## src/rtl/core/cesc_pkg.sv

```systemverilog
// Shared types and constants of the charger enable and status controller.
// Used by the register block, datapath, controller and top level.
package cesc_pkg;

    localparam int MAX_PROFILES   = 8;
    localparam int TABLE_PROFILES = 8;
    localparam int PROF_CAP       = (MAX_PROFILES < TABLE_PROFILES) ?
                                    MAX_PROFILES : TABLE_PROFILES;

    localparam int IN_DATA_W  = 72;
    localparam int IN_USER_W  = 3;
    localparam int OUT_DATA_W = 32;
    localparam int APB_ADDR_W = 5;
    localparam int APB_DATA_W = 32;

    localparam logic [3:0] NO_PROFILE = 4'd8;
    localparam logic [3:0] WORD_MODE  = 4'd8;

    // Request commands.
    localparam logic [2:0] CMD_CABLE  = 3'd0;
    localparam logic [2:0] CMD_ENABLE = 3'd1;
    localparam logic [2:0] CMD_STATUS = 3'd2;
    localparam logic [2:0] CMD_TICK   = 3'd3;
    localparam logic [2:0] CMD_TABLE  = 3'd4;

    // Cable events up to resume mean the charger is present.
    localparam logic [2:0] EV_RESUME = 3'd2;

    // Charge states.
    localparam logic [2:0] CS_UNKNOWN      = 3'd0;
    localparam logic [2:0] CS_CHARGING     = 3'd1;
    localparam logic [2:0] CS_FULL         = 3'd2;
    localparam logic [2:0] CS_NOT_CHARGING = 3'd3;
    localparam logic [2:0] CS_DISCHARGING  = 3'd4;

    localparam logic [15:0] MODE_OFF  = 16'd0;
    localparam logic [15:0] MODE_HIGH = 16'd2;

    // Register indexes on the configuration port.
    localparam logic [2:0] REG_TEMP_OFFSET  = 3'd0;
    localparam logic [2:0] REG_PROFILE_CNT  = 3'd1;
    localparam logic [2:0] REG_CURRENT_LOW  = 3'd2;
    localparam logic [2:0] REG_CURRENT_HIGH = 3'd3;
    localparam logic [2:0] REG_WIRELESS     = 3'd4;

    typedef struct packed {
        logic signed [15:0] temp_offset;
        logic [3:0]         profile_count;
        logic [11:0]        current_low_ma;
        logic [11:0]        current_high_ma;
        logic               wireless_direct;
    } cfg_t;

    typedef enum logic [2:0] {
        ST_IDLE,
        ST_EXEC,
        ST_SEARCH,
        ST_MODE,
        ST_DECIDE,
        ST_DONE
    } ctrl_state_t;

    typedef struct packed {
        logic       load;
        logic       exec;
        logic       rd_en;
        logic       rd_mode;
        logic [2:0] rd_prof;
        logic [3:0] rd_word;
        logic       match_init;
        logic       chk_en;
        logic [2:0] chk_k;
        logic       sel_en;
        logic [2:0] sel_prof;
        logic       decide;
        logic       out_load;
    } dp_cmd_t;

    typedef struct packed {
        logic [2:0] cmd;
        logic       sensors_valid;
        logic [3:0] lim;
        logic       match_final;
        logic       out_free;
    } dp_sts_t;

endpackage

```

## src/rtl/core/cesc_cfg.sv

```systemverilog
// Configuration registers behind the APB-style port.
// Depends on cesc_pkg for the register indexes and the cfg_t bundle.
module cesc_cfg (
    input  logic                               aclk,
    input  logic                               aresetn,
    input  logic                               psel,
    input  logic                               penable,
    input  logic                               pwrite,
    input  logic [cesc_pkg::APB_ADDR_W-1:0]    paddr,
    input  logic [cesc_pkg::APB_DATA_W-1:0]    pwdata,
    output logic [cesc_pkg::APB_DATA_W-1:0]    prdata,
    output logic                               pready,
    output cesc_pkg::cfg_t                     cfg
);

    cesc_pkg::cfg_t cfg_reg;
    cesc_pkg::cfg_t cfg_next;
    logic [2:0]     reg_idx;
    logic           wr_en;

    assign pready  = 1'b1;
    assign reg_idx = paddr[4:2];
    assign wr_en   = psel && penable && pwrite && pready;
    assign cfg     = cfg_reg;

    always_comb begin
        cfg_next = cfg_reg;
        if (wr_en) begin
            case (reg_idx)
                cesc_pkg::REG_TEMP_OFFSET:  cfg_next.temp_offset     = pwdata[15:0];
                cesc_pkg::REG_PROFILE_CNT:  cfg_next.profile_count   = pwdata[3:0];
                cesc_pkg::REG_CURRENT_LOW:  cfg_next.current_low_ma  = pwdata[11:0];
                cesc_pkg::REG_CURRENT_HIGH: cfg_next.current_high_ma = pwdata[11:0];
                cesc_pkg::REG_WIRELESS:     cfg_next.wireless_direct = pwdata[0];
                default: ;
            endcase
        end
    end

    always_ff @(posedge aclk) begin
        if (!aresetn) begin
            cfg_reg <= '0;
        end else begin
            cfg_reg <= cfg_next;
        end
    end

    always_comb begin
        case (reg_idx)
            cesc_pkg::REG_TEMP_OFFSET:  prdata = {16'd0, cfg_reg.temp_offset};
            cesc_pkg::REG_PROFILE_CNT:  prdata = {28'd0, cfg_reg.profile_count};
            cesc_pkg::REG_CURRENT_LOW:  prdata = {20'd0, cfg_reg.current_low_ma};
            cesc_pkg::REG_CURRENT_HIGH: prdata = {20'd0, cfg_reg.current_high_ma};
            cesc_pkg::REG_WIRELESS:     prdata = {31'd0, cfg_reg.wireless_direct};
            default:                    prdata = '0;
        endcase
    end

endmodule

```

## config.mk

```make
export PLATFORM = sky130hd
export DESIGN_NAME = cesc_cfg
export DESIGN_NICKNAME = d
export VERILOG_FILES = /design/src/rtl/core/cesc_pkg.sv /design/src/rtl/core/cesc_cfg.sv
export SDC_FILE = /design/constraint.sdc
export NUM_CORES = 1
export LEC_CHECK = 0
export ABC_AREA = 1
export BUFFER_PORTS_ARGS = -buffer_cell sky130_fd_sc_hd__buf_2
export CORE_MARGIN = 5
export CORE_UTILIZATION = 49
export CTS_BUF_LIST = sky130_fd_sc_hd__clkbuf_8 sky130_fd_sc_hd__clkbuf_16
export CTS_CLUSTER_SIZE = 8
export DETAILED_ROUTE_END_ITERATION = 8
export PLACE_DENSITY_LB_ADDON = 0.15
export SLEW_MARGIN = 5
export SYNTH_ARGS = -nofsm -noshare
export SYNTH_HDL_FRONTEND = slang
export SYNTH_SLANG_ARGS = --single-unit
```

## constraint.sdc

```tcl
create_clock -name aclk -period 3.1 [get_ports aclk]
set_clock_uncertainty 0.05 [all_clocks]
set_input_delay 0.465 -clock aclk [delete_from_list [all_inputs] [get_ports aclk]]
set_output_delay 0.465 -clock aclk [all_outputs]
set_load 0.01 [all_outputs]
```

-- Word level (Yosys, flattened, before mapping)
Cells that the tools add are included.
- mux-type cells: 1
- reductions and logical operators: 8
- equality and inequality tests: 4
- operators by type and width (operator ; number):
    16-bit one-hot mux with 5 select lines ; 1
    2-bit AND reduction ; 5
    3-bit by 2-bit equality test with 1-bit output, second input constant ; 2
    3-bit by 1-bit equality test with 1-bit output, second input constant ; 1
    3-bit equality test, second input constant ; 1
    3-bit logical NOT ; 1
    1-bit logical AND ; 2
- register bits: 45
- bits of input ports: 42
- output and inout port bits: 78
- word-level logic and storage cells: 18

-- Longest topological paths before layout
Gate-level depths: netlist of the first run.
- depth after elaboration: 3
- mapped depth: 8
- depth with buffers taken out: 7

-- Least setup slack after synthesis of the first run
No wires, ideal clock.
- kind: in2out
- from: input port paddr[2] in the netlist's numbering
- to: output port prdata[2] in the netlist's numbering
- data required time: 2585 ps
- setup slack: 1374 ps
- cell stages on the path: 7
- data arrival time: 1211 ps
- cells stage by stage: buf_6 > clkinv_1 > nand2_2 > nor2_4 > buf_4 > nand2_1 > nand3_1
- longest elaborated chain between the ends: 2
- elaborated cells on any way between the ends: 6
- classes of those cells: eq/ne: 4; mux: 1; reduce/logical: 1
- ends and longest elaborated chain (element ; RTL line ; source):
    start: declaration ; cesc_cfg.sv:9 ; input logic [cesc_pkg::APB_ADDR_W-1:0] paddr,
    3-bit equality test (tied with other cells) ; cesc_cfg.sv:49 ; case (reg_idx)
    16-bit one-hot mux with 5 select lines * ; cesc_cfg.sv:49 ;
    end: declaration ; cesc_cfg.sv:11 ; output logic [cesc_pkg::APB_DATA_W-1:0] prdata,
Mark *: on every way between the ends. The rest lies on a longest branch, timed or not.

-- Worst setup path after layout of the first run
- from: input port paddr[4] in the netlist's numbering
- to: output port prdata[11] in the netlist's numbering
The elaborated chain is that of the path after synthesis.

==> results of run 1 <==
synth_stat cells, drive strengths merged:
| master | n |
|---|---|
| dfxtp | 45 |
| nand3 | 49 |
| a21oi | 2 |
| inv | 29 |
| buf | 34 |
| nand4 | 2 |
| clkinv | 2 |
| nor2 | 110 |
| nand2 | 97 |
| conb | 2 |
layer usage:
layer  global-route usage, %  wire, um  vias up
met3                    5.30       424        6
met1                    23.4      2610     1019
met5                       0         0        -
met4                    4.81        57        0
met2                    32.3      2720       66
li1                        -         -     1238
power by group through the flow:
stage | registers, uW | logic [uW] | clock network [uW]
after floorplan | 607 | 96.0 | 0
after global placement | 604 | 118 | 0
after detailed placement | 604 | 119 | 0
after CTS | 590 | 119 | 345
after global routing | 591 | 135 | 367
final | 590 | 119 | 331
worst register-to-register path: cells and delay by family (launching register included):
kind | cells | cell delay, ns
flip-flops | 1 | 0.37
AND/OR/NAND/NOR | 2 | 0.19
how the worst max path moves through the flow:
stage             start    endpoint  slack (ns)  depth (start not counted)
6_report       paddr[4]  prdata[11]        0.88                          7
3_3_place_gp   paddr[4]  prdata[11]        0.87                          7
4_1_cts        paddr[4]  prdata[11]        0.86                          7
2_1_floorplan  paddr[2]   prdata[2]        1.37                          7
5_1_grt        paddr[4]   prdata[6]        0.70                          7
3_5_place_dp   paddr[4]  prdata[11]        0.86                          7
layout make-up:
class | instances | area (sq um) | share of cell area [%]
Inverter | 31 | 116 | 4.20
Sequential cell | 45 | 901 | 32.5
Multi-Input combinational cell | 277 | 1160 | 41.9
Timing Repair Buffer | 86 | 435 | 15.7
Tap cell | 67 | 83.8 | 3.02
Clock buffer | 5 | 68.8 | 2.48
Clock inverter | 1 | 5.00 | 0.181
cell families after synthesis:
| logic type | count (synthesis) |
|---|---|
| other | 2 |
| and+or+nand+nor | 258 |
| AOI/OAI and AO/OA | 2 |
| DFF | 45 |
| buffers and inverters | 65 |
stage by stage:
step           util [%]  instances  setup WS, ns  cell area (sq um)  power, uW
6_report           58.7        512         0.882               2770       1040
5_1_grt            58.7        512         0.702               2770       1090
4_1_cts            58.7        512         0.864               2770       1050
3_5_place_dp       57.1        506         0.862               2700        723
3_3_place_gp       57.1        506         0.868               2700        722
2_1_floorplan         -        387          1.37               2420        703
==> flow_summary.json, run 1 <==
{
  "critPathBufInv": 3,
  "min_to": "cfg[43]$_SDFFE_PN0P_",
  "drtAntennaViolNets": 0,
  "yosys.area_share.adder_pct": 0,
  "peakVddDrop_uv": 177,
  "status": "finished clean",
  "cts_inserted_buffers": 5,
  "crit_arrival_ns": 1.70,
  "end_kind": "primary output",
  "hold_class": "in -> reg",
  "power.leakage_uw": 0.00145,
  "mostFrequentLayoutCell": "nor2_1",
  "core_sq_mm": 0.00472,
  "most-common-layout-cells": "nor2_1 (103), nand2_1 (95), buf_2 (84)",
  "syn_inst": 372,
  "grt_pass1_vias": 2149,
  "max_stage_delay_ns": 0.48,
  "num_antenna_cells": 0,
  "rsz0062_at_grt": "false",
  "initial_core_util_pct": 50.1,
  "vias_per_cell": 4.55,
  "start_kind": "input port",
  "numPortBuffers": 84,
  "fin_tns_setup_ns": 0,
  "switching_share_pct": 26.0,
  "synth.distinct_cells": 18,
  "cts_resized": 0,
  "track_usage_pct": 19.0,
  "crit_slowest_cell": "nor2_4",
  "rows": 25,
  "layout.nets": 488,
  "die_h_um": 79.5,
  "clockBufferDepth": 2,
  "clkTransAtPathRegs_ns": 0.08,
  "fill_cells": 498,
  "routedWlPerCell_um": 11.3,
  "seq_area_frac_synth_pct": 38.0,
  "overflow": 0,
  "reg2reg_from": "cfg[14]$_SDFFE_PN0P_",
  "wl_um": 5810,
  "syn_to_final_growth_pct": 17.0,
  "seq_power_share_pct": 56.7,
  "path_class": "in -> out",
  "hpwl_um": 4090,
  "crit_path_max_fanout": 24,
  "clock_power_share_pct": 31.8,
  "p_int_uw": 770,
  "clock_latency_ns": 0.29,
  "drive_above_1_share_pct": 23.4,
  "die_w_um": 79.5,
  "finalSetupViolCount": 0,
  "yosys.area_share.simple_pct": 45.9,
  "place.gp.congestion": 0.809,
  "synth_top_family_by_area": "simple AND/OR/NAND/NOR gates",
  "antenna_found_initial": 0,
  "min_from": "pwdata[14]",
  "combPwrFrac_pct": 11.4,
  "synthXorXnorAreaFrac_pct": 0,
  "syn_area_sq_mm": 0.00237,
  "io_pins": 120,
  "holdWs_ns": 0.433,
  "post_cts_buffers": 0,
  "worstPathRequired_ns": 2.58,
  "maxSlewViolCount": 0,
  "period_share_pct": 71.6,
  "cts_root_buf": "clkbuf_8",
  "h-tree-depth": 2,
  "avgSynthCellArea_sq_um": 6.37,
  "hold_viol_final": 0,
  "largest_reg_flops": 45,
  "first_pass_iters": 4,
  "synth-compound-area-share_pct": 0.423,
  "period_needed_ns": 2.22,
  "synth_top_area_share_pct": 38.0,
  "cts_tree": "done",
  "critPathTopFamily": "simple AND/OR/NAND/NOR gates",
  "dr.first_iter.drc_count": 87,
  "grt_max_degree": 46,
  "path_cells": "buf_2 > inv_2 > nand2_1 > nor2_4 > nand2_1 > nand3_1 > buf_2",
  "fmax_mhz": 451,
  "p_per_area_mw_per_mm2": 375,
  "synth_top_area_cell": "dfxtp_1",
  "switching_power_uw": 270,
  "drc": 0,
  "r2r_end": "cfg[14]$_SDFFE_PN0P_",
  "grt_first_pass_wirelength_um": 9640,
  "synthMuxAreaShare_pct": 0,
  "holdBufCountCts": 0,
  "synth-seq-cells": 45,
  "tightestPinTransition_ns": 0.878,
  "r2r_cells": 2,
  "holdPathStages": 5,
  "vias": 2329,
  "r2r_slack_ns": 2.43,
  "ys_warn_count": 0,
  "die-area_sq_mm": 0.00632,
  "cts.sinks": 45,
  "max-cap-violations": 0,
  "maxSlewHeadroom_pct": 41.2,
  "synth_area_leaders": "dfxtp_1 (38%), nor2_1 (16%), nand2_1 (15%), nand3_1 (9.9%), buf_4 (6.3%)"
}
Power figures use the tool's default switching activity.
==> run 2: changes to the inputs <==
--- a/config.mk
+++ b/config.mk
@@ -8,7 +8,7 @@
 export ABC_AREA = 1
 export BUFFER_PORTS_ARGS = -buffer_cell sky130_fd_sc_hd__buf_2
 export CORE_MARGIN = 5
-export CORE_UTILIZATION = 49
+export CORE_UTILIZATION = 46
 export CTS_BUF_LIST = sky130_fd_sc_hd__clkbuf_8 sky130_fd_sc_hd__clkbuf_16
 export CTS_CLUSTER_SIZE = 8
 export DETAILED_ROUTE_END_ITERATION = 8
==> constraint.sdc (replaced) <==
create_clock -name aclk -period 2.2 [get_ports aclk]
set_clock_uncertainty 0.05 [all_clocks]
set_input_delay 0.33 -clock aclk [delete_from_list [all_inputs] [get_ports aclk]]
set_output_delay 0.33 -clock aclk [all_outputs]
set_load 0.01 [all_outputs]
==> run 2 against run 1 <==
Via count increased by 1.9%. Final cell count up 2.0%. Setup slack got worse by 0.49 ns. Sequential power increased by 41%. Combinational power grew 47%. Register-to-register slack worse by 0.89 ns. Total power rose by 45%. Critical endpoint unchanged. Sequential cell count unchanged. Die area grew 5.7%. Wire length rose by 2.8%. First-iteration DRC count grew 15%. Design area up 2.4%.
==> flow_summary.json, run 2 (synthesis gave the netlist of run 1 again) <==
{
  "die_h_um": 81.8,
  "holdPathStages": 5,
  "crit_path_max_fanout": 10,
  "cts_resized": 0,
  "status": "finished clean",
  "r2r_cells": 2,
  "min_from": "pwdata[14]",
  "hpwl_um": 4280,
  "dr.first_iter.drc_count": 100,
  "antenna_found_initial": 0,
  "post_cts_buffers": 0,
  "numPortBuffers": 84,
  "reg2reg_from": "cfg[30]$_SDFFE_PN0P_",
  "clock_latency_ns": 0.29,
  "vias": 2373,
  "die_w_um": 81.8,
  "power.leakage_uw": 0.00148,
  "core_sq_mm": 0.00504,
  "drc": 0,
  "io_pins": 120,
  "total_power_uw": 1510,
  "hold_class": "in -> reg",
  "track_usage_pct": 18.2,
  "die-area_sq_mm": 0.00668,
  "seq_area_sq_um": 901,
  "multi_input_area_sq_mm": 0.00116,
  "finalSetupViolCount": 0,
  "crit_arrival_ns": 1.43,
  "start_kind": "input port",
  "fin_area_sq_mm": 0.00284,
  "h-tree-depth": 2,
  "path_class": "in -> out",
  "num_antenna_cells": 0,
  "mostFrequentLayoutCell": "nor2_1",
  "most-common-layout-cells": "nor2_1 (103), nand2_1 (95), buf_2 (84)",
  "r2r_slack_ns": 1.54,
  "max-cap-violations": 0,
  "drtAntennaViolNets": 0,
  "grt_max_degree": 46,
  "routedWlPerCell_um": 11.4,
  "layout.nets": 493,
  "period_share_pct": 82.2,
  "cts_tree": "done",
  "place.gp.congestion": 0.825,
  "initial_core_util_pct": 47.0,
  "largest_reg_flops": 45,
  "grt_first_pass_wirelength_um": 9490,
  "clockBufferDepth": 2,
  "p_per_area_mw_per_mm2": 532,
  "period_needed_ns": 1.81,
  "rows": 26,
  "rsz0062_at_grt": "false",
  "overflow": 0,
  "peakVddDrop_uv": 351,
  "maxSlewHeadroom_pct": 46.7,
  "min_to": "cfg[43]$_SDFFE_PN0P_",
  "wl_um": 5970,
  "cts_inserted_buffers": 5,
  "r2r_end": "cfg[30]$_SDFFE_PN0P_",
  "fmax_mhz": 553,
  "tightestPinTransition_ns": 0.800,
  "end_kind": "primary output",
  "grt_pass1_vias": 2084,
  "fin_tns_setup_ns": 0,
  "maxSlewViolCount": 0,
  "cts.sinks": 45,
  "clkTransAtPathRegs_ns": 0.08,
  "vias_per_cell": 4.55,
  "drive_above_1_share_pct": 24.6,
  "cts_root_buf": "clkbuf_8",
  "holdBufCountCts": 0,
  "syn_to_final_growth_pct": 19.8,
  "hold_viol_final": 0,
  "fill_cells": 540,
  "worstPathRequired_ns": 1.82,
  "first_pass_iters": 4,
  "postPlaceCellArea_sq_mm": 0.00275
}
[run 2: cell types whose count changed in the layout (fill, tap and decap cells not counted), sizes merged]
cell      previous run  this run
clkinv               3         4
clkinvlp             0         1
buf                 86        91
[run 2: layout make-up]
class	instances	area share (%)
clock buffers	5	2.43
flip-flops and latches	45	31.7
clock inverters	3	0.617
repair buffers	91	17.1
inverters	31	4.10
multi-input cells	277	40.9
well taps	70	3.09
[run 2: worst max-delay path, cell delays in order]
cell,delay [ns]
buf_2,0.13
inv_2,0.15
nand3_2,0.17
inv_1,0.31
nand2_1,0.10
nand3_1,0.10
buf_2,0.13
[run 2: where the power goes]
| group | internal (uW) | total, uW | switching (uW) |
|---|---|---|---|
| clock | 220 | 504 | 285 |
| combinational | 56.7 | 175 | 118 |
| sequential | 824 | 832 | 7.71 |
[run 2: per-layer routing]
metal | wire length (um) | GRT usage [%]
met1 | 2660 | 23.3
met4 | 94 | 6.48
met5 | 0 | 0
met3 | 416 | 3.62
met2 | 2800 | 30.5
[run 2: worst max path at each step]
stage               cells past startpoint         end  slack [ns]     start
finish                                  7  prdata[11]        0.39  paddr[4]
global route                            7  prdata[11]        0.27  paddr[4]
detailed placement                      7  prdata[11]        0.38  paddr[4]
CTS                                     7  prdata[11]        0.38  paddr[4]
floorplan                               7   prdata[2]        0.74  paddr[2]
global placement                        7  prdata[11]        0.39  paddr[4]
[run 2: stage by stage]
stage          utilization, %  cells  hold WS, ns  setup slack (ns)
2_1_floorplan               -    387        0.469             0.744
3_3_place_gp             54.6    514        0.433             0.395
3_5_place_dp             54.6    514        0.441             0.382
4_1_cts                  56.3    522        0.301             0.380
5_1_grt                  56.3    522        0.315             0.269
6_report                 56.3    522        0.303             0.392
