### config.mk
export PLATFORM = sky130hd
export DESIGN_NAME = cesc_dp
export DESIGN_NICKNAME = d
export VERILOG_FILES = /design/src/rtl/core/cesc_pkg.sv /design/src/rtl/core/cesc_dp.sv
export SDC_FILE = /design/constraint.sdc
export NUM_CORES = 2
export LEC_CHECK = 0
export BUFFER_PORTS_ARGS = -buffer_cell sky130_fd_sc_hd__buf_2
export CORE_UTILIZATION = 55
export CTS_BUF_LIST = sky130_fd_sc_hd__clkbuf_4 sky130_fd_sc_hd__clkbuf_8
export CTS_CLUSTER_DIAMETER = 150
export DETAILED_ROUTE_END_ITERATION = 7
export PLACE_DENSITY_LB_ADDON = 0.08
export SYNTH_ARGS = -nofsm -noshare
export SYNTH_HDL_FRONTEND = slang
export SYNTH_SLANG_ARGS = --single-unit
### constraint.sdc
create_clock -name aclk -period 10.8 [get_ports aclk]
set_clock_uncertainty 0.1 [all_clocks]
set_input_delay 2.16 -clock aclk [delete_from_list [all_inputs] [get_ports aclk]]
set_output_delay 2.16 -clock aclk [all_outputs]
set_load 0.05 [all_outputs]
### src/rtl/core/cesc_pkg.sv
// Shared types and constants of the charger enable and status controller.
// Used by the register block, datapath, controller and top level.
package cesc_pkg;

    localparam int MAX_PROFILES   = 8;
    localparam int TABLE_PROFILES = 8;
    localparam int PROF_CAP       = (MAX_PROFILES < TABLE_PROFILES) ?
                                    MAX_PROFILES : TABLE_PROFILES;

    localparam int IN_DATA_W  = 72;
    localparam int IN_USER_W  = 3;
    localparam int OUT_DATA_W = 32;
    localparam int APB_ADDR_W = 5;
    localparam int APB_DATA_W = 32;

    localparam logic [3:0] NO_PROFILE = 4'd8;
    localparam logic [3:0] WORD_MODE  = 4'd8;

    // Request commands.
    localparam logic [2:0] CMD_CABLE  = 3'd0;
    localparam logic [2:0] CMD_ENABLE = 3'd1;
    localparam logic [2:0] CMD_STATUS = 3'd2;
    localparam logic [2:0] CMD_TICK   = 3'd3;
    localparam logic [2:0] CMD_TABLE  = 3'd4;

    // Cable events up to resume mean the charger is present.
    localparam logic [2:0] EV_RESUME = 3'd2;

    // Charge states.
    localparam logic [2:0] CS_UNKNOWN      = 3'd0;
    localparam logic [2:0] CS_CHARGING     = 3'd1;
    localparam logic [2:0] CS_FULL         = 3'd2;
    localparam logic [2:0] CS_NOT_CHARGING = 3'd3;
    localparam logic [2:0] CS_DISCHARGING  = 3'd4;

    localparam logic [15:0] MODE_OFF  = 16'd0;
    localparam logic [15:0] MODE_HIGH = 16'd2;

    // Register indexes on the configuration port.
    localparam logic [2:0] REG_TEMP_OFFSET  = 3'd0;
    localparam logic [2:0] REG_PROFILE_CNT  = 3'd1;
    localparam logic [2:0] REG_CURRENT_LOW  = 3'd2;
    localparam logic [2:0] REG_CURRENT_HIGH = 3'd3;
    localparam logic [2:0] REG_WIRELESS     = 3'd4;

    typedef struct packed {
        logic signed [15:0] temp_offset;
        logic [3:0]         profile_count;
        logic [11:0]        current_low_ma;
        logic [11:0]        current_high_ma;
        logic               wireless_direct;
    } cfg_t;

    typedef enum logic [2:0] {
        ST_IDLE,
        ST_EXEC,
        ST_SEARCH,
        ST_MODE,
        ST_DECIDE,
        ST_DONE
    } ctrl_state_t;

    typedef struct packed {
        logic       load;
        logic       exec;
        logic       rd_en;
        logic       rd_mode;
        logic [2:0] rd_prof;
        logic [3:0] rd_word;
        logic       match_init;
        logic       chk_en;
        logic [2:0] chk_k;
        logic       sel_en;
        logic [2:0] sel_prof;
        logic       decide;
        logic       out_load;
    } dp_cmd_t;

    typedef struct packed {
        logic [2:0] cmd;
        logic       sensors_valid;
        logic [3:0] lim;
        logic       match_final;
        logic       out_free;
    } dp_sts_t;

endpackage

### src/rtl/core/cesc_dp.sv
// Datapath: request registers, profile table memory, window compare,
// charger flags and the result register.
// Depends on cesc_pkg for the command and status bundles and the codes.
module cesc_dp (
    input  logic                               aclk,
    input  logic                               aresetn,
    input  logic [cesc_pkg::IN_DATA_W-1:0]     s_tdata,
    input  logic [cesc_pkg::IN_USER_W-1:0]     s_tuser,
    input  logic                               m_tready,
    output logic                               m_tvalid,
    output logic [cesc_pkg::OUT_DATA_W-1:0]    m_tdata,
    input  cesc_pkg::cfg_t                     cfg,
    input  cesc_pkg::dp_cmd_t                  cmd,
    output cesc_pkg::dp_sts_t                  sts
);

    // Request payload.
    logic [2:0]         cmd_reg;
    logic [2:0]         ev_reg;
    logic [2:0]         kind_reg;
    logic               en_req_reg;
    logic               done_reg;
    logic               pg_reg;
    logic               wl_reg;
    logic signed [15:0] temp_reg;
    logic [14:0]        mv_reg;
    logic               sv_reg;
    logic [6:0]         taddr_reg;
    logic [15:0]        tword_reg;

    // Profile table and search.
    logic [15:0]        table_mem [128];
    logic [15:0]        rdata_reg;
    logic [6:0]         rd_addr;
    logic signed [16:0] t_reg;
    logic signed [16:0] v_val;
    logic signed [16:0] a_reg;
    logic signed [16:0] b_val;
    logic signed [16:0] win_sum;
    logic signed [16:0] win_diff;
    logic               pair_ok;
    logic               match_reg;
    logic               match_next;

    // Charger flags.
    logic [3:0]  prof_reg,    prof_next;
    logic [2:0]  status_reg,  status_next;
    logic        present_reg, present_next;
    logic        online_reg,  online_next;
    logic        force_reg,   force_next;
    logic        started_reg, started_next;
    logic        end_n_reg,   end_n_next;
    logic        enabled_reg, enabled_next;
    logic        boost_reg,   boost_next;
    logic [2:0]  cable_reg,   cable_next;
    logic [15:0] mode;
    logic        allow;

    // Result register.
    logic                            m_valid_reg;
    logic [cesc_pkg::OUT_DATA_W-1:0] m_data_reg;
    logic [11:0]                     cur_ma;
    logic [3:0]                      prof_cap;

    assign prof_cap = 4'(cesc_pkg::PROF_CAP);

    always_ff @(posedge aclk) begin
        if (cmd.load) begin
            cmd_reg    <= s_tuser;
            ev_reg     <= s_tdata[2:0];
            kind_reg   <= s_tdata[5:3];
            en_req_reg <= s_tdata[6];
            done_reg   <= s_tdata[7];
            pg_reg     <= s_tdata[8];
            wl_reg     <= s_tdata[9];
            temp_reg   <= s_tdata[25:10];
            mv_reg     <= s_tdata[40:26];
            sv_reg     <= s_tdata[41];
            taddr_reg  <= s_tdata[48:42];
            tword_reg  <= s_tdata[64:49];
        end
        if (cmd.exec) begin
            t_reg <= {temp_reg[15], temp_reg} - {cfg.temp_offset[15], cfg.temp_offset};
        end
    end

    // The mode word of the selected profile sits at word eight.
    assign rd_addr = cmd.rd_mode ? {prof_reg[2:0], cesc_pkg::WORD_MODE}
                                 : {cmd.rd_prof, cmd.rd_word};

    always_ff @(posedge aclk) begin
        if (cmd.exec && (cmd_reg == cesc_pkg::CMD_TABLE)) begin
            table_mem[taddr_reg] <= tword_reg;
        end
        if (cmd.rd_en) begin
            rdata_reg <= table_mem[rd_addr];
        end
    end

    // Words arrive in pairs: a limit, then its hysteresis. The first is held
    // and the second narrows the window before the compare.
    assign v_val    = {2'b00, mv_reg};
    assign b_val    = {rdata_reg[15], rdata_reg};
    assign win_sum  = a_reg + b_val;
    assign win_diff = a_reg - b_val;

    always_comb begin
        case (cmd.chk_k[2:1])
            2'd0:    pair_ok = (t_reg >= win_sum);
            2'd1:    pair_ok = (t_reg <= win_diff);
            2'd2:    pair_ok = (v_val >= win_sum);
            default: pair_ok = (v_val <= win_diff);
        endcase
    end

    always_comb begin
        match_next = match_reg;
        if (cmd.match_init) begin
            match_next = 1'b1;
        end else if (cmd.chk_en && cmd.chk_k[0]) begin
            match_next = match_reg && pair_ok;
        end
    end

    always_ff @(posedge aclk) begin
        if (cmd.chk_en && !cmd.chk_k[0]) begin
            a_reg <= b_val;
        end
    end

    always_ff @(posedge aclk) begin
        if (!aresetn) begin
            match_reg <= 1'b0;
        end else begin
            match_reg <= match_next;
        end
    end

    assign mode  = prof_reg[3] ? cesc_pkg::MODE_OFF : rdata_reg;
    assign allow = pg_reg && present_reg && (mode != cesc_pkg::MODE_OFF) && !force_reg;

    always_comb begin
        prof_next    = prof_reg;
        status_next  = status_reg;
        present_next = present_reg;
        online_next  = online_reg;
        force_next   = force_reg;
        started_next = started_reg;
        end_n_next   = end_n_reg;
        enabled_next = enabled_reg;
        boost_next   = boost_reg;
        cable_next   = cable_reg;

        if (cmd.exec) begin
            case (cmd_reg)
                cesc_pkg::CMD_CABLE: begin
                    cable_next = kind_reg;
                    if (ev_reg <= cesc_pkg::EV_RESUME) begin
                        present_next = 1'b1;
                        online_next  = (kind_reg != 3'd0);
                    end else begin
                        present_next = 1'b0;
                        online_next  = 1'b0;
                        started_next = 1'b0;
                    end
                end
                cesc_pkg::CMD_ENABLE: begin
                    force_next = !en_req_reg;
                    if (!en_req_reg) begin
                        enabled_next = 1'b0;
                    end
                end
                cesc_pkg::CMD_STATUS: begin
                    end_n_next = done_reg;
                    if (!done_reg) begin
                        started_next = 1'b1;
                    end
                end
                default: ;
            endcase
        end

        if (cmd.sel_en) begin
            prof_next = {1'b0, cmd.sel_prof};
        end

        if (cmd.decide) begin
            if (allow) begin
                // Full is only reported once a charge cycle has run to its end.
                if (started_reg && end_n_reg &&
                    ((status_reg == cesc_pkg::CS_CHARGING) ||
                     (status_reg == cesc_pkg::CS_FULL))) begin
                    status_next = cesc_pkg::CS_FULL;
                end else begin
                    status_next = cesc_pkg::CS_CHARGING;
                end
                enabled_next = 1'b1;
            end else begin
                enabled_next = 1'b0;
                status_next  = pg_reg ? cesc_pkg::CS_NOT_CHARGING
                                      : cesc_pkg::CS_DISCHARGING;
                if (cfg.wireless_direct && wl_reg && !pg_reg) begin
                    status_next = cesc_pkg::CS_CHARGING;
                end
            end
            boost_next = (mode == cesc_pkg::MODE_HIGH);
        end
    end

    always_ff @(posedge aclk) begin
        if (!aresetn) begin
            prof_reg    <= cesc_pkg::NO_PROFILE;
            status_reg  <= cesc_pkg::CS_UNKNOWN;
            present_reg <= 1'b0;
            online_reg  <= 1'b0;
            force_reg   <= 1'b0;
            started_reg <= 1'b0;
            end_n_reg   <= 1'b0;
            enabled_reg <= 1'b0;
            boost_reg   <= 1'b0;
            cable_reg   <= 3'd0;
        end else begin
            prof_reg    <= prof_next;
            status_reg  <= status_next;
            present_reg <= present_next;
            online_reg  <= online_next;
            force_reg   <= force_next;
            started_reg <= started_next;
            end_n_reg   <= end_n_next;
            enabled_reg <= enabled_next;
            boost_reg   <= boost_next;
            cable_reg   <= cable_next;
        end
    end

    assign cur_ma = enabled_reg ? (boost_reg ? cfg.current_high_ma : cfg.current_low_ma)
                                : 12'd0;

    always_ff @(posedge aclk) begin
        if (!aresetn) begin
            m_valid_reg <= 1'b0;
        end else if (cmd.out_load) begin
            m_valid_reg <= 1'b1;
        end else if (m_tready) begin
            m_valid_reg <= 1'b0;
        end
    end

    always_ff @(posedge aclk) begin
        if (cmd.out_load) begin
            m_data_reg <= {6'd0, prof_reg, cable_reg, present_reg, online_reg,
                           cur_ma, boost_reg, enabled_reg, status_reg};
        end
    end

    assign m_tvalid = m_valid_reg;
    assign m_tdata  = m_data_reg;

    always_comb begin
        sts.cmd           = cmd_reg;
        sts.sensors_valid = sv_reg;
        sts.lim           = (cfg.profile_count > prof_cap) ? prof_cap : cfg.profile_count;
        sts.match_final   = match_reg && pair_ok;
        sts.out_free      = !m_valid_reg || m_tready;
    end

endmodule

## Word-level counts from Yosys, hierarchy flattened

Memories as Yosys holds them, arrays and structs flattened. A register that Yosys moved wholly into a read port is not among the register bits.
Cells that the tools add are included.

| operators by class | value |
|---|---|
| multiplexer cells | 25 |
| bitwise operators | 0 |
| multipliers | 0 |
| order comparisons | 6 |
| eq/ne operators | 11 |
| div/mod/pow operators | 0 |
| shift operators | 0 |
| reduce and logical (&&, ||, !) cells | 32 |
| $add $sub $neg | 3 |

Operator list:

| cell | count |
|---|---|
| 16-bit by 16-bit subtractor with 17-bit output | 2 |
| 16-bit by 16-bit adder with 17-bit output | 1 |
| 16-bit by 17-bit greater-or-equal comparator with 1-bit output | 1 |
| 17-bit greater-or-equal comparator | 1 |
| 16-bit by 17-bit <= comparator with 1-bit output | 1 |
| 17-bit <= comparator | 1 |
| 16-bit by 2-bit equality test with 1-bit output, second input constant | 1 |
| 16-bit 2-to-1 mux | 1 |
| 16-bit nonzero test | 1 |
| 1-bit 2-to-1 mux | 15 |
| 12-bit 2-to-1 mux | 1 |
| 1-bit logical AND | 11 |
| 2-bit nonzero test | 5 |
| 3-bit 2-to-1 mux | 3 |
| 7-bit 2-to-1 mux | 1 |
| 3-bit by 1-bit equality test with 1-bit output, second input constant | 2 |
| 3-bit by 2-bit equality test with 1-bit output, second input constant | 2 |
| 2-bit inequality test, second input constant | 3 |
| 2-bit AND reduction | 3 |
| 1-bit zero test | 5 |
| 4-bit > comparator, second input constant | 1 |
| 4-bit 2-to-1 mux | 1 |
| 4-bit AND reduction | 1 |
| 3-bit equality test, second input constant | 1 |
| 11 further kinds | 12 |

| word-level totals | value |
|---|---|
| register bits after elaboration | 146 |
| bits in latches | 0 |
| input port bits | 145 |
| memories | 1 |
| bits in read-only memories | 0 |
| RAM bits | 2,048 |

Memories:

| memory | depth | bits a word | rd ports | clocked after Yosys merged registers in | wr ports | RTL line | source |
|---|---|---|---|---|---|---|---|
| table_mem | 128 | 16 | 1 | 1 | 1 | cesc_dp.sv:32 | `logic [15:0] table_mem [128];` |

## Depth between registers and ports, before layout

| depth | value |
|---|---|
| depth in word-level cells | 6 |
| mapped depth | 20 |
| depth with buffers taken out | 20 |

## Worst setup path after synthesis

OpenSTA, ideal clock, no wires.

| timing | value |
|---|---|
| kind | register to output |
| start point | reg rdata_reg[5] (read register of table_mem) |
| end point | out sts[1] (netlist bit) |
| stages on the path, launching flop included | 16 |
| slack | 3.715 ns |
| required time | 8.540 ns |
| arrival | 4.825 ns |
| path through | edfxtp_1 > inv_1 > ha_1 > buf_2 > o21a_2 > nor2_1 > a211oi_2 > or3b_1 > a31oi_1 > o221ai_1 > ha_1 > or4b_2 > a221o_1 > a221oi_2 > and4b_4 > nor3_1 |

RTL lines:

| item | RTL line | source |
|---|---|---|
| start, declared | cesc_dp.sv:33 | `logic [15:0] rdata_reg;` |
| end, declared | cesc_dp.sv:14 | `output cesc_pkg::dp_sts_t sts` |

==> summary.md <==
| Metric | Value |
|---|---|
| FF+latch area | 66,200 um^2 |
| Setup CP Type | flop to output pin |
| Clk Latency, worst-skew pair | 1.03 ns |
| Max rail drop VDD | 0.000137 V |
| RSZ-0062 raised after global routing | false |
| Ys flop type | edfxtp_1 |
| Critical Path Source Type | flop |
| Hold Vio Cnt, Final | 0 |
| Grt met1 use | 0.402 |
| Total leakage power | 31.7 nW |
| Pre-CTS setup slack | 2.99 ns |
| Root Driver | clkbuf_8 |
| Slew @ Worst Pin | 1.31 ns |
| Yosys Warn Count | 0 |
| Die Span Y | 401 um |
| Initial DRT Pass Iterations | 5 |
| Post-CTS resize count | 0 |
| Mean post-synth cell area | 18.7 um^2 |
| Core Area | 158,000 um^2 |
| Initial core utilization | 0.553 |
| Number of flip-flops in the largest register | 2,048 |
| Synth unique cells | 92 |
| Number of synthesized flops with an enable pin | 2,191 |
| Seq/Total Area, Yosys | 0.756 |
| Port buffer count | 174 |
| Pwr/cell area | 183 nW/um^2 |
| Largest net degree at the start of global routing | 182 |
| First-pass GRT wire length | 321 mm |
| Gr busiest metal | met2 |
| Hold_buf cts | 0 |
| Required time worst endpoint | 8.54 ns |
| DR iter-0 viols | 5,967 |
| Worst Hold Class | flop to flop |
| Final #Nets | 5,379 |
| Area of the multi-input gates | 19,900 um^2 |
| Final HPWL DP | 123 mm |
| # rows | 146 |
| Async SR Flop Fraction | 0 |
| CTS buffer count | 367 |
| CTS tree | yes |
| Fillers | 11,300 |
| CTS H-Tree Depth | 5 |
| Die span in x | 401 um |
| Share of post-route cells with drive strength above 1 | 0.252 |
| I/O pin count | 188 |
| Final setup viols | 0 |
| GR Overflow Total | 0 |
| Post-route non-filler standard cell count | 7,455 |
| Worst-path fanout max | 6 |
| DP Cell Count | 6,830 |
| Grt met2 use | 0.425 |
| Wire length per cell | 29.8 um |
| Max Fclk | 0.114 GHz |
| Minimum clock period after layout | 8.75 ns |
| Residual DRC | 0 |
| Die footprint | 161,000 um^2 |
| Antenna-violating nets left | 0 |
| GRT met3 Usage | 0.0483 |
| Headroom to the max-slew limit | 0.124 |
| Setup TNS | 0 ns |
| Final Max Slew Viols | 0 |
| Status | completed |
| Clock Path Buffers | 4 |
| Initial antenna violation count | 7 |
| Post-Syn Instances | 4,690 |
| Netlist area before placement | 87,500 um^2 |
| Fin crit share | 0.811 |
| Number of synthesized register bits | 2,210 |
| GPL Wtd Cong | 0.842 |
| CP endpoint kind | output pin |
| Total Routing Usage GR | 0.275 |
| Vias per cell | 6.41 |
| Worst setup slack after layout | 2.05 ns |
| Setup Buffers After CTS | 0 |
| WL final | 222 mm |
| Max Cap Viol | 0 |
| Vias in the first global route | 47,200 |
| Via count | 47,800 |
| Area delta synth->final | 12.2% |
| Critical Path AT | 6.49 ns |
| Clock Sinks | 2,210 |
| Clk slew on worst S/H paths | 0.06 ns |
through the flow:
step / area (um^2) / utilization / power [mW] / hold WS, ns
after floorplan: 87600 / - / 10.7 / 0.302
after global placement: 91500 / 0.578 / 11.3 / 0.316
after detailed placement: 91500 / 0.578 / 11.3 / 0.318
after CTS: 98200 / 0.621 / 18.1 / 0.340
after global routing: 98200 / 0.621 / 18.6 / 0.354
final: 98200 / 0.621 / 18.0 / 0.336
critical path: stages, from the launching register on:
cell and delay, ns:
edfxtp_1 0.64, inv_1 0.16, fa_1 0.48, o21ba_1 0.24
nor4_4 0.24, nor4b_4 0.09, o41ai_1 0.58, a31oi_1 0.20
a21oi_1 0.18, nor2_1 0.07, xnor2_1 0.16, ha_1 0.32
nand4_1 0.16, nor4_1 0.32, nor2_1 0.09, a311oi_1 0.40
o221ai_1 0.19, nand3b_1 0.11, a311oi_1 0.07, nor3_1 0.45
buf_2 0.36
cell type report:
| type | count | share of cell area |
|---|---|---|
| Sequential cell | 2210 | 0.674 |
| Multi-Input combinational cell | 2096 | 0.203 |
| Clock buffer | 509 | 0.0629 |
| Tap cell | 2072 | 0.0264 |
| Timing Repair Buffer | 379 | 0.0257 |
| Clock inverter | 115 | 0.00569 |
| Inverter | 73 | 0.00287 |
| Antenna cell | 1 | 0.0000255 |
worst paths after layout:
check | startpoint | slack, ns | to | cells past startpoint
max | rdata_reg[1] | 2.05 | sts[1] | 20
min | cable_reg[0] | 0.34 | m_tdata[19] | 0
max reg2reg | rdata_reg[1] | 5.66 | match_reg | 19
min reg2reg | cable_reg[0] | 0.34 | m_tdata[19] | 0
cell families (layout without fill, tap and decap cells):
group,Yosys count,in the layout,synth area share
multiplexers,408,408,0.102
XOR/XNOR,38,38,0.00427
other,1,7,0.0000428
AND/OR/NAND/NOR,591,591,0.0321
AO/OA/AOI/OAI,945,945,0.0724
buffers and inverters,389,1076,0.0182
flip-flops,2210,2210,0.756
adder cells (fa/ha/maj),108,108,0.0157
Yosys cell counts (6+ instances only):
cell	n	share of area
edfxtp_1	2191	0.75
mux4_2	384	0.099
o21ai_0	286	0.016
o221ai_1	259	0.026
o22ai_1	259	0.019
clkbuf_1	239	0.010
nand2_1	182	0.0078
nor2_1	172	0.0074
ha_1	104	0.015
nand3_1	101	0.0058
inv_1	72	0.0031
nor2b_1	43	0.0031
a21oi_1	35	0.0020
buf_2	34	0.0019
xnor2_1	27	0.0027
buf_1	26	0.0011
mux2i_1	23	0.0026
dfxtp_1	19	0.0043
o21ai_1	17	0.00097
nor4_1	14	0.0010
nand2b_1	13	0.00093
buf_4	11	0.00094
a21o_1	9	0.00077
nor3_1	9	0.00051
a31oi_1	8	0.00057
xor2_1	8	0.00080
a211oi_1	7	0.00060
a21boi_0	7	0.00060
nand4_1	7	0.00050
o21a_1	7	0.00060
o21bai_1	7	0.00060
nor3b_1	6	0.00051
report_power, final:
| part | total [mW] | internal [mW] | switching (mW) |
|---|---|---|---|
| logic | 1.50 | 0.516 | 0.980 |
| clock network | 6.91 | 3.73 | 3.17 |
| registers | 9.61 | 9.56 | 0.0470 |
| total | 18.0 | 13.8 | 4.20 |
cells in the final DEF (no fill, tap or decap), drive strengths merged, types with 13 or more instances in the layout:
cell,count
edfxtp,2191
clkbuf,509
mux4,384
buf,379
o21ai,303
o22ai,259
o221ai,259
nand2,182
nor2,172
clkinv,109
ha,104
nand3,101
inv,75
nor2b,43
a21oi,36
xnor2,27
mux2i,23
dfxtp,19
nor4,15
nand2b,13
metal layers:
| metal | up-vias | wire length [um] |
|---|---|---|
| met1 | 24800 | 92500 |
| met3 | 390 | 18600 |
| met2 | 2261 | 105000 |
| met5 | - | 0 |
| met4 | 0 | 6270 |
| li1 | 20400 | - |
Note: power is estimated with default switching activity, not from simulation.
