==> config.mk <==
export PLATFORM = sky130hd
export DESIGN_NAME = cesc_ctrl
export DESIGN_NICKNAME = d
export VERILOG_FILES = /design/src/rtl/core/cesc_pkg.sv /design/src/rtl/core/cesc_ctrl.sv
export SDC_FILE = /design/constraint.sdc
export NUM_CORES = 1
export LEC_CHECK = 0
export ABC_AREA = 1
export ABC_CLOCK_PERIOD_IN_PS = 1570
export BUFFER_PORTS_ARGS = -buffer_cell sky130_fd_sc_hd__buf_2
export CELL_PAD_IN_SITES_DETAIL_PLACEMENT = 1
export CELL_PAD_IN_SITES_GLOBAL_PLACEMENT = 1
export CORE_MARGIN = 8
export CORE_UTILIZATION = 28
export DETAILED_ROUTE_END_ITERATION = 16
export GPL_TIMING_DRIVEN = 0
export PLACE_DENSITY = 0.73
export REMOVE_ABC_BUFFERS = 1
export SLEW_MARGIN = 20
export SYNTH_ARGS = -nofsm -noshare
export SYNTH_HDL_FRONTEND = slang
export SYNTH_SLANG_ARGS = --single-unit
export TNS_END_PERCENT = 100
==> constraint.sdc <==
create_clock -name aclk -period 1.57 [get_ports aclk]
set_input_delay 0.0785 -clock aclk [delete_from_list [all_inputs] [get_ports aclk]]
set_output_delay 0.0785 -clock aclk [all_outputs]
set_load 0.02 [all_outputs]
==> src/rtl/core/cesc_pkg.sv <==
// Shared types and constants of the charger enable and status controller.
// Used by the register block, datapath, controller and top level.
package cesc_pkg;

    localparam int MAX_PROFILES   = 8;
    localparam int TABLE_PROFILES = 8;
    localparam int PROF_CAP       = (MAX_PROFILES < TABLE_PROFILES) ?
                                    MAX_PROFILES : TABLE_PROFILES;

    localparam int IN_DATA_W  = 72;
    localparam int IN_USER_W  = 3;
    localparam int OUT_DATA_W = 32;
    localparam int APB_ADDR_W = 5;
    localparam int APB_DATA_W = 32;

    localparam logic [3:0] NO_PROFILE = 4'd8;
    localparam logic [3:0] WORD_MODE  = 4'd8;

    // Request commands.
    localparam logic [2:0] CMD_CABLE  = 3'd0;
    localparam logic [2:0] CMD_ENABLE = 3'd1;
    localparam logic [2:0] CMD_STATUS = 3'd2;
    localparam logic [2:0] CMD_TICK   = 3'd3;
    localparam logic [2:0] CMD_TABLE  = 3'd4;

    // Cable events up to resume mean the charger is present.
    localparam logic [2:0] EV_RESUME = 3'd2;

    // Charge states.
    localparam logic [2:0] CS_UNKNOWN      = 3'd0;
    localparam logic [2:0] CS_CHARGING     = 3'd1;
    localparam logic [2:0] CS_FULL         = 3'd2;
    localparam logic [2:0] CS_NOT_CHARGING = 3'd3;
    localparam logic [2:0] CS_DISCHARGING  = 3'd4;

    localparam logic [15:0] MODE_OFF  = 16'd0;
    localparam logic [15:0] MODE_HIGH = 16'd2;

    // Register indexes on the configuration port.
    localparam logic [2:0] REG_TEMP_OFFSET  = 3'd0;
    localparam logic [2:0] REG_PROFILE_CNT  = 3'd1;
    localparam logic [2:0] REG_CURRENT_LOW  = 3'd2;
    localparam logic [2:0] REG_CURRENT_HIGH = 3'd3;
    localparam logic [2:0] REG_WIRELESS     = 3'd4;

    typedef struct packed {
        logic signed [15:0] temp_offset;
        logic [3:0]         profile_count;
        logic [11:0]        current_low_ma;
        logic [11:0]        current_high_ma;
        logic               wireless_direct;
    } cfg_t;

    typedef enum logic [2:0] {
        ST_IDLE,
        ST_EXEC,
        ST_SEARCH,
        ST_MODE,
        ST_DECIDE,
        ST_DONE
    } ctrl_state_t;

    typedef struct packed {
        logic       load;
        logic       exec;
        logic       rd_en;
        logic       rd_mode;
        logic [2:0] rd_prof;
        logic [3:0] rd_word;
        logic       match_init;
        logic       chk_en;
        logic [2:0] chk_k;
        logic       sel_en;
        logic [2:0] sel_prof;
        logic       decide;
        logic       out_load;
    } dp_cmd_t;

    typedef struct packed {
        logic [2:0] cmd;
        logic       sensors_valid;
        logic [3:0] lim;
        logic       match_final;
        logic       out_free;
    } dp_sts_t;

endpackage

==> src/rtl/core/cesc_ctrl.sv <==
// Controller state machine: sequences the event update, the profile search,
// the mode read, the decision and the result hand-off.
// Depends on cesc_pkg for the state type and the command and status bundles.
module cesc_ctrl (
    input  logic                  aclk,
    input  logic                  aresetn,
    input  logic                  s_tvalid,
    output logic                  s_tready,
    input  cesc_pkg::dp_sts_t     sts,
    output cesc_pkg::dp_cmd_t     cmd
);

    cesc_pkg::ctrl_state_t state_reg, state_next;
    logic [3:0] prof_reg, prof_next;
    logic [3:0] step_reg, step_next;
    logic [3:0] prof_inc;
    logic [2:0] step_k;
    logic [2:0] chk_k;

    assign prof_inc = prof_reg + 4'd1;
    assign step_k   = step_reg[2:0];
    assign chk_k    = step_k - 3'd1;

    always_ff @(posedge aclk) begin
        if (!aresetn) begin
            state_reg <= cesc_pkg::ST_IDLE;
            prof_reg  <= 4'd0;
            step_reg  <= 4'd0;
        end else begin
            state_reg <= state_next;
            prof_reg  <= prof_next;
            step_reg  <= step_next;
        end
    end

    always_comb begin
        state_next = state_reg;
        prof_next  = prof_reg;
        step_next  = step_reg;
        cmd        = '0;
        s_tready   = 1'b0;

        case (state_reg)
            cesc_pkg::ST_IDLE: begin
                // No request is taken while reset is held.
                s_tready = aresetn;
                if (s_tvalid && aresetn) begin
                    cmd.load   = 1'b1;
                    state_next = cesc_pkg::ST_EXEC;
                end
            end
            cesc_pkg::ST_EXEC: begin
                cmd.exec = 1'b1;
                if (sts.cmd > cesc_pkg::CMD_TICK) begin
                    state_next = cesc_pkg::ST_DONE;
                end else if (sts.sensors_valid && (sts.lim != 4'd0)) begin
                    prof_next  = 4'd0;
                    step_next  = 4'd0;
                    state_next = cesc_pkg::ST_SEARCH;
                end else begin
                    state_next = cesc_pkg::ST_MODE;
                end
            end
            cesc_pkg::ST_SEARCH: begin
                // Reads go out in steps 0 to 7 and are checked in steps 1 to 8, once registered.
                // Word order pairs each limit with its hysteresis.
                cmd.rd_prof    = prof_reg[2:0];
                cmd.rd_word    = {1'b0, step_k[0], step_k[2:1]};
                cmd.rd_en      = !step_reg[3];
                cmd.match_init = (step_reg == 4'd0);
                cmd.chk_en     = (step_reg != 4'd0);
                cmd.chk_k      = chk_k;
                if (step_reg[3]) begin
                    step_next = 4'd0;
                    if (sts.match_final) begin
                        cmd.sel_en   = 1'b1;
                        cmd.sel_prof = prof_reg[2:0];
                        state_next   = cesc_pkg::ST_MODE;
                    end else if (prof_inc < sts.lim) begin
                        prof_next = prof_inc;
                    end else begin
                        state_next = cesc_pkg::ST_MODE;
                    end
                end else begin
                    step_next = step_reg + 4'd1;
                end
            end
            cesc_pkg::ST_MODE: begin
                cmd.rd_en   = 1'b1;
                cmd.rd_mode = 1'b1;
                state_next  = cesc_pkg::ST_DECIDE;
            end
            cesc_pkg::ST_DECIDE: begin
                cmd.decide = 1'b1;
                state_next = cesc_pkg::ST_DONE;
            end
            cesc_pkg::ST_DONE: begin
                if (sts.out_free) begin
                    cmd.out_load = 1'b1;
                    state_next   = cesc_pkg::ST_IDLE;
                end
            end
            default: begin
                state_next = cesc_pkg::ST_IDLE;
            end
        endcase
    end

endmodule

# After elaboration in Yosys (flattened, before gate mapping)
# Cells that the tools add are included.
# op_classes
n_reduce_logical	11
add_sub_neg	3
bitwise_logic	0
n_eq_ne	13
div	0
mux	28
n_shift	0
n_lt_le_gt_ge	2
mul	0
# ops
operator	count
$mux W4	8
$mux W3	6
$pmux W3 S6	1
$mux W16	1
$pmux W4 S2	2
$ne A2 B2 Y1 const B	7
$mux W1	9
$add A4 B1 Y4 const B	2
$reduce_bool A4 Y1	2
$eq A3 B2 Y1 const B	2
$eq A3 B3 Y1 const B	2
$reduce_and A6 Y1	1
$logic_not A4 Y1	1
$lt A4 B4 Y1	1
$reduce_and A4 Y1	1
$eq A3 B1 Y1 const B	1
$gt A3 B2 Y1 const B	1
$logic_not A3 Y1	1
$ne A3 B3 Y1 const B	1
$reduce_and A3 Y1	1
$sub A3 B1 Y3 const B	1
$logic_and A1 B1 Y1	2
$pmux W1 S2	1
$reduce_bool A2 Y1	1
$logic_not A1 Y1	1
# word_totals
mem_count	0
register_bits	11
ramBits	0
rom_bits	0
latchBits	0
in_bits	13
wordCells	60

# Logic depth before layout (Yosys ltp)
# Gate-level depths: netlist (run 1).
# logic_depth
ltp_word	6
mapped_depth	13
mapped_depth_nobuf	13

# Worst setup path before layout (run 1)
# OpenSTA, ideal clock, no wires.
# synth_timing
path_type	flip-flop to output port
startpoint	reg state_reg[0]
endpoint	out cmd[2] (netlist bit)
path_stages_with_launch	6
setup_slack_ns	-0.143
required_time_ns	1.492
t_arrival_ns	1.635
cell_sequence	dfxtp_1 nor2_1 nand2_2 nor3_1 inv_1 nor2_1
# synth_lines
item	line_no	rtl
from (decl)	cesc_ctrl.sv:13	cesc_pkg::ctrl_state_t state_reg, state_next;
from (signal assigned)	cesc_ctrl.sv:26	state_reg <= cesc_pkg::ST_IDLE;
from (signal assigned)	cesc_ctrl.sv:30	state_reg <= state_next;
to (decl)	cesc_ctrl.sv:10	output cesc_pkg::dp_cmd_t cmd

# Worst setup path after layout (run 1)
# layout_timing
startpoint	reg prof_reg[1]
endpoint	reg prof_reg[2]
# layout_via
elab_chain_cells	5
word_cells_on_any_way	8
cone_classes	1 x add/sub; 1 x order compare; 1 x eq/ne; 4 x mux; 1 x reduce/logical
# layout_lines
item	line_no	rtl
from (decl)	cesc_ctrl.sv:14	logic [3:0] prof_reg, prof_next;
from (signal assigned)	cesc_ctrl.sv:31	prof_reg <= prof_next;
$add A4 B1 Y4 (*)	cesc_ctrl.sv:20	assign prof_inc = prof_reg + 4'd1;
branches (longest 4 deep; another with $lt A4 B4 Y1)	-	
# Every way passes the cells marked *. The select of a mux whose other input is x is not followed.
# A chain may end at the register's enable or synchronous reset.

==> impl_metrics.py, run 1 <==
metrics = {
    "logic_synthesis": {
        "ys.flop_type": "dfxtp_1",
        "synthTopCellsByCount": "nor2_1, nand2_1, inv_1, a21oi_1, dfxtp_1",
        "synthCells": 152,
        "ys_top_cells_by_area": "dfxtp_1, nor2_1, nand2_1, inv_1, ha_1",
        "yosysWarnings": 0,
        "synth_top_area_share": 0.2408,
        "synth-edff-count": 0,
        "synth.most_common_cell": "nor2_1",
        "syn_area_per_cell_um2": 6.017,
        "netlist_area_um2": 914.6,
        "async_flop_share": 0,
        "ys_seq_area_frac": 0.2408,
        "yosysTopAreaCell": "dfxtp_1",
        "ys_seq_elements": 11,
        "yosysUniqueCellTypes": 23,
    },
    "drt": {
        "first_pass_iters": 4,
        "routed_wl_um": 3324,
        "drc": 0,
        "viasPerCell": 4.582,
        "num_vias": 1095,
        "dr.first_iter.drc_count": 28,
        "ant_nets": 0,
        "routedWlPerCell_um": 13.91,
    },
    "floorplanning": {
        "die_area_um2": 5352,
        "rows": 20,
        "start_util": 0.2972,
        "die_h_um": 73.16,
        "core_um2": 3078,
        "ios": 36,
        "die_width_um": 73.16,
    },
    "placement": {
        "dp.cells": 226,
        "place_congestion": 0.7406,
        "place_hpwl_um": 2419,
        "io_buffers": 32,
        "placed_cell_area_um2": 1117,
    },
    "power_and_ir_drop": {
        "clkPwrFrac": 0.098,
        "finalPower_mw": 2.007,
        "p_sw_frac": 0.5034,
        "intPower_uw": 996.8,
        "power.switching_mw": 1.010,
        "combPwrFrac": 0.651,
        "p_seq_frac": 0.251,
        "cellLeakagePower_nw": 0.6838,
        "power.density_nw_per_um2": 1440,
        "max-vdd-ir-drop_mv": 0.6239,
    },
    "clocking": {
        "cts_buffers": 3,
        "clk_path_buf_depth": 2,
        "tritoncts": "yes",
        "insertion_delay_ns": 0.27,
        "cts-root-buf": "clkbuf_4",
        "cts-hold-fix-buffers": 0,
        "cts.clk_slew.worst_paths_ns": 0.07,
        "cts_max_level": 1,
        "clock-sinks": 11,
    },
    "worst_setup_path": {
        "critical_path_required_ns": 1.74,
        "r2r_setup_slack_ns": -0.12,
        "critical_path_class": "register to register",
        "slowest_delay_ns": 0.38,
        "critPathCapture": "prof_reg[2]",
        "setup.worst_path.end_class": "register",
        "crit_slowest_cell": "dfxtp_4",
        "reg2reg_to": "prof_reg[2]",
        "startpoint_type": "register",
        "worstReg2RegStart": "prof_reg[1]",
        "startpoint": "prof_reg[1]",
        "arrival_ns": 1.86,
        "path_max_fanout": 5,
        "critPathMostFrequentCell": "nand2_2",
        "cp_cell_sequence": "nand3_4 > xor2_4 > inv_2 > ha_4 > nand2_2 > nand2_2 > nor2_4 > nand2_2 > nand2_4 > nand2_4 > nor2_2 > nor2_2",
        "worst-r2r-cell-count": 12,
    },
    "layout": {
        "n_antenna_cell": 0,
        "drive_gt1_frac": 0.4769,
        "layout.cells.non_filler": 239,
        "final-seq-area_um2": 235.2,
        "fin_util": 0.4528,
        "fillers": 425,
        "syn_to_final_growth_pct": 52.39,
        "multi_input_area_um2": 743.2,
        "fin_area_um2": 1394,
        "fin_nets": 215,
    },
    "global_route": {
        "grt_antenna_before_repair": 0,
        "grt_first_pass_wirelength_um": 5175,
        "grt_max_degree": 15,
        "grt-ovfl-total": 0,
        "grt.total_usage": 0.1217,
        "grt_pass1_vias": 1136,
    },
    "sta": {
        "setup_viol": 5,
        "period_minus_slack_ns": 1.691,
        "fin_skew_ns": 0.003196,
        "period_share": 1.077,
        "rsz0062_at_grt": "true",
        "hold_viol_final": 0,
        "layout_setup_ws_ns": -0.1212,
        "max_freq_mhz": 591.3,
        "hold_ws_ns": 0.08509,
        "maxSlewViolCount": 0,
    },
    "run": {
        "drv_cap": 0,
    },
    "status": {
        "violations": "negative setup slack",
        "status": "finished, violations left",
    },
    "worst_hold_path": {
        "hold_class": "input port to register",
    },
}
layout make-up:
cell class / count / area share
inverter: 26 / 0.07002
timing repair buffer: 41 / 0.1697
tap: 44 / 0.03950
clock buffer: 4 / 0.01885
multi-input combinational: 113 / 0.5332
sequential: 11 / 0.1688
placed cells by master, fill, tap and decap left out, drive strengths merged:
cell    count
clkbuf      4
a21oi      11
o21ai       2
dfxtp      11
nand2      38
inv        26
nor3        3
a211oi      1
nand3       8
a31oi       1
xor2        2
nand4       1
buf        41
conb        1
nor2       37
or2         2
ha          6
power by group through the flow:
stage	logic, mW	clock network (mW)	registers (mW)
3_3_place_gp	0.883	0	0.447
5_1_grt	1.44	0.223	0.517
2_1_floorplan	0.697	0	0.426
6_report	1.31	0.197	0.504
4_1_cts	1.11	0.205	0.483
3_5_place_dp	0.927	0	0.452
metrics by stage:
step / worst slack [ns] / TNS [ns]
2_1_floorplan: -0.2311 / -1.117
3_3_place_gp: -0.2915 / -1.245
3_5_place_dp: -0.3637 / -1.600
4_1_cts: -0.1438 / -0.8654
5_1_grt: -0.2363 / -1.024
6_report: -0.1212 / -0.5091
critical path: cells and delay by family, from the launching register on:
| kind | cells | cell delay, ns |
|---|---|---|
| flops | 1 | 0.38 |
| xor+xnor | 1 | 0.16 |
| fa+ha+maj | 1 | 0.22 |
| simple gates | 9 | 0.77 |
| buf+inv | 1 | 0.06 |
worst min-delay path by stage:
| stage | start | slack (ns) | cells after the start | to |
|---|---|---|---|---|
| finish | aresetn | 0.09 | 3 | prof_reg[2] |
| global route | aresetn | 0.1 | 3 | prof_reg[0] |
| CTS | aresetn | 0.07 | 3 | prof_reg[0] |
| detailed placement | aresetn | 0.38 | 3 | prof_reg[2] |
| global placement | aresetn | 0.36 | 3 | prof_reg[0] |
| floorplan | aresetn | 0.20 | 2 | prof_reg[3] |
routing by layer:
layer | GRT usage | vias to the layer above | routed length (µm)
li1 | - | 549 | -
met1 | 0.1201 | 523 | 1347
met2 | 0.2413 | 18 | 1826
met3 | 0.03434 | 5 | 118
met4 | 0.02444 | 0 | 31
met5 | 0 | - | 0
repair_timing:
action	in CTS	in global routing
pin swaps	12	16
buffers inserted	4	5
gates resized for setup	26	23
endpoints found under the setup margin	15	10
cell families after synthesis:
group / after synthesis / share of synthesized area
DFF: 11 / 0.2408
buffers and inverters: 28 / 0.1204
AOI/OAI and AO/OA: 15 / 0.09440
xor gates and xnor gates: 2 / 0.01916
and+or+nand+nor: 89 / 0.4391
other: 1 / 0.004100
adders and majority gates: 6 / 0.08208
(Power assumes the default switching activity.)
==> inputs of run 2 (changes only) <==
--- a/config.mk
+++ b/config.mk
@@ -14,7 +14,7 @@
 export CORE_UTILIZATION = 28
 export DETAILED_ROUTE_END_ITERATION = 16
 export GPL_TIMING_DRIVEN = 0
-export PLACE_DENSITY = 0.73
+export PLACE_DENSITY_LB_ADDON = 0.1
 export REMOVE_ABC_BUFFERS = 1
 export SLEW_MARGIN = 20
 export SYNTH_ARGS = -nofsm -noshare
==> impl_metrics.py, run 2 (synthesized netlist as in run 1, its figures left out) <==
metrics = {
    "status": {
        "violations": "negative setup slack",
        "status": "finished, violations left",
    },
    "worst_setup_path": {
        "critical_path_required_ns": 1.72,
        "worst-r2r-cell-count": 12,
        "setup.worst_path.end_class": "register",
        "path_max_fanout": 3,
        "arrival_ns": 1.87,
        "r2r_setup_slack_ns": -0.15,
        "worstReg2RegStart": "prof_reg[0]",
        "startpoint_type": "register",
        "startpoint": "prof_reg[0]",
        "reg2reg_to": "state_reg[0]",
        "critical_path_class": "register to register",
        "critPathCapture": "state_reg[0]",
    },
    "layout": {
        "multi_input_area_um2": 708.2,
        "fin_area_um2": 1389,
        "fin_util": 0.4512,
        "syn_to_final_growth_pct": 51.85,
        "fin_nets": 217,
        "n_antenna_cell": 0,
        "fillers": 428,
        "layout.cells.most_common": "nor2_1",
        "final-seq-area_um2": 237.7,
        "drive_gt1_frac": 0.4619,
        "final_cell_mix": "nor2_1, buf_2, nand2_1",
    },
    "placement": {
        "place_hpwl_um": 2316,
        "io_buffers": 32,
        "placed_cell_area_um2": 1117,
        "dp_slack_ns": -0.3300,
        "place_congestion": 0.7636,
    },
    "drt": {
        "dr.first_iter.drc_count": 36,
        "routedWlPerCell_um": 13.01,
        "ant_nets": 0,
        "routed_wl_um": 3136,
        "first_pass_iters": 4,
        "num_vias": 1063,
        "viasPerCell": 4.411,
        "drc": 0,
    },
    "global_route": {
        "grt_antenna_before_repair": 0,
        "grt_pass1_vias": 1119,
        "grt.total_usage": 0.1187,
        "grt_first_pass_wirelength_um": 5071,
        "grt-ovfl-total": 0,
        "grt_max_degree": 15,
    },
    "sta": {
        "period_share": 1.096,
        "hold_viol_final": 0,
        "max_freq_mhz": 581.4,
        "maxSlewViolCount": 0,
        "setup_viol": 5,
        "fin_skew_ns": 0.003012,
        "rsz0062_at_grt": "true",
        "hold_ws_ns": 0.08662,
        "period_minus_slack_ns": 1.720,
        "layout_setup_ws_ns": -0.1500,
    },
    "floorplanning": {
        "rows": 20,
        "die_h_um": 73.16,
        "die_area_um2": 5352,
        "core_um2": 3078,
        "die_width_um": 73.16,
        "start_util": 0.2972,
        "ios": 36,
    },
    "clocking": {
        "insertion_delay_ns": 0.27,
        "clk_path_buf_depth": 2,
        "cts.clk_slew.worst_paths_ns": 0.08,
        "cts-hold-fix-buffers": 0,
        "cts_buffers": 3,
        "cts_max_level": 1,
        "tritoncts": "yes",
        "cts-root-buf": "clkbuf_4",
        "clock-sinks": 11,
    },
    "power_and_ir_drop": {
        "finalPower_mw": 1.950,
        "power.density_nw_per_um2": 1404,
        "cellLeakagePower_nw": 0.6948,
        "max-vdd-ir-drop_mv": 0.5131,
    },
    "worst_hold_path": {
        "hold_depth": 3,
        "hold_class": "input port to register",
    },
    "run": {
        "drv_cap": 0,
    },
}
## run 2: changes by cell type in the layout (fill, tap and decap cells not counted), moves of 2 or more
cell / previous run / this run
nand2_1: 24 / 26
nand2_2: 10 / 8
nor2_1: 31 / 33
inv_1: 20 / 18
inv_2: 6 / 8
## run 2: worst min path at each step
stage / end / slack [ns] / startpoint
6_report: prof_reg[0] / 0.09 / aresetn
5_1_grt: prof_reg[0] / 0.1 / aresetn
3_5_place_dp: prof_reg[3] / 0.38 / aresetn
2_1_floorplan: prof_reg[3] / 0.20 / aresetn
3_3_place_gp: prof_reg[3] / 0.37 / aresetn
4_1_cts: prof_reg[0] / 0.08 / aresetn
## run 2: area by class of cell
cell class	instances	share of cell area
Timing Repair Buffer	43	0.1901
Inverter	26	0.07027
Tap cell	44	0.03964
Clock buffer	4	0.01892
Multi-Input combinational cell	113	0.5099
Sequential cell	11	0.1712
## run 2: stage by stage
step                TNS, ns  std cells
floorplan            -1.117        150
finish              -0.5016        241
global route         -1.054        241
detailed placement   -1.430        226
global placement     -1.291        226
CTS                 -0.5090        235
## run 2: metal layers
metal  up-vias  track usage  wire length [µm]
met3         4      0.03434               223
met2        32       0.1857              1407
met5         -            0                 0
li1        555            -                 -
met4         0      0.04000                27
met1       472       0.1500              1478
## run 2: repair_timing
action                     4_1_cts  5_1_grt
pin swaps                       10       14
gates resized for setup         27       17
setup endpoints to repair       12        9
setup buffers                    5        6
## run 2: critical path, stage by stage, from the launching register on
cell     delay (ns)
dfxtp_4        0.37
ha_4           0.16
or2_4          0.26
nand2_4        0.06
ha_4           0.19
nand2_2        0.05
inv_2          0.03
nand2_2        0.07
buf_4          0.10
buf_4          0.09
nand3_1        0.08
nand3_1        0.08
a21oi_1        0.05
## run 2: where the power goes
group          internal, mW  leakage [nW]  switching (mW)
clock network        0.0984        0.0150           0.104
logic                 0.526         0.586           0.724
registers             0.375        0.0940           0.123
total                 0.999         0.695           0.951
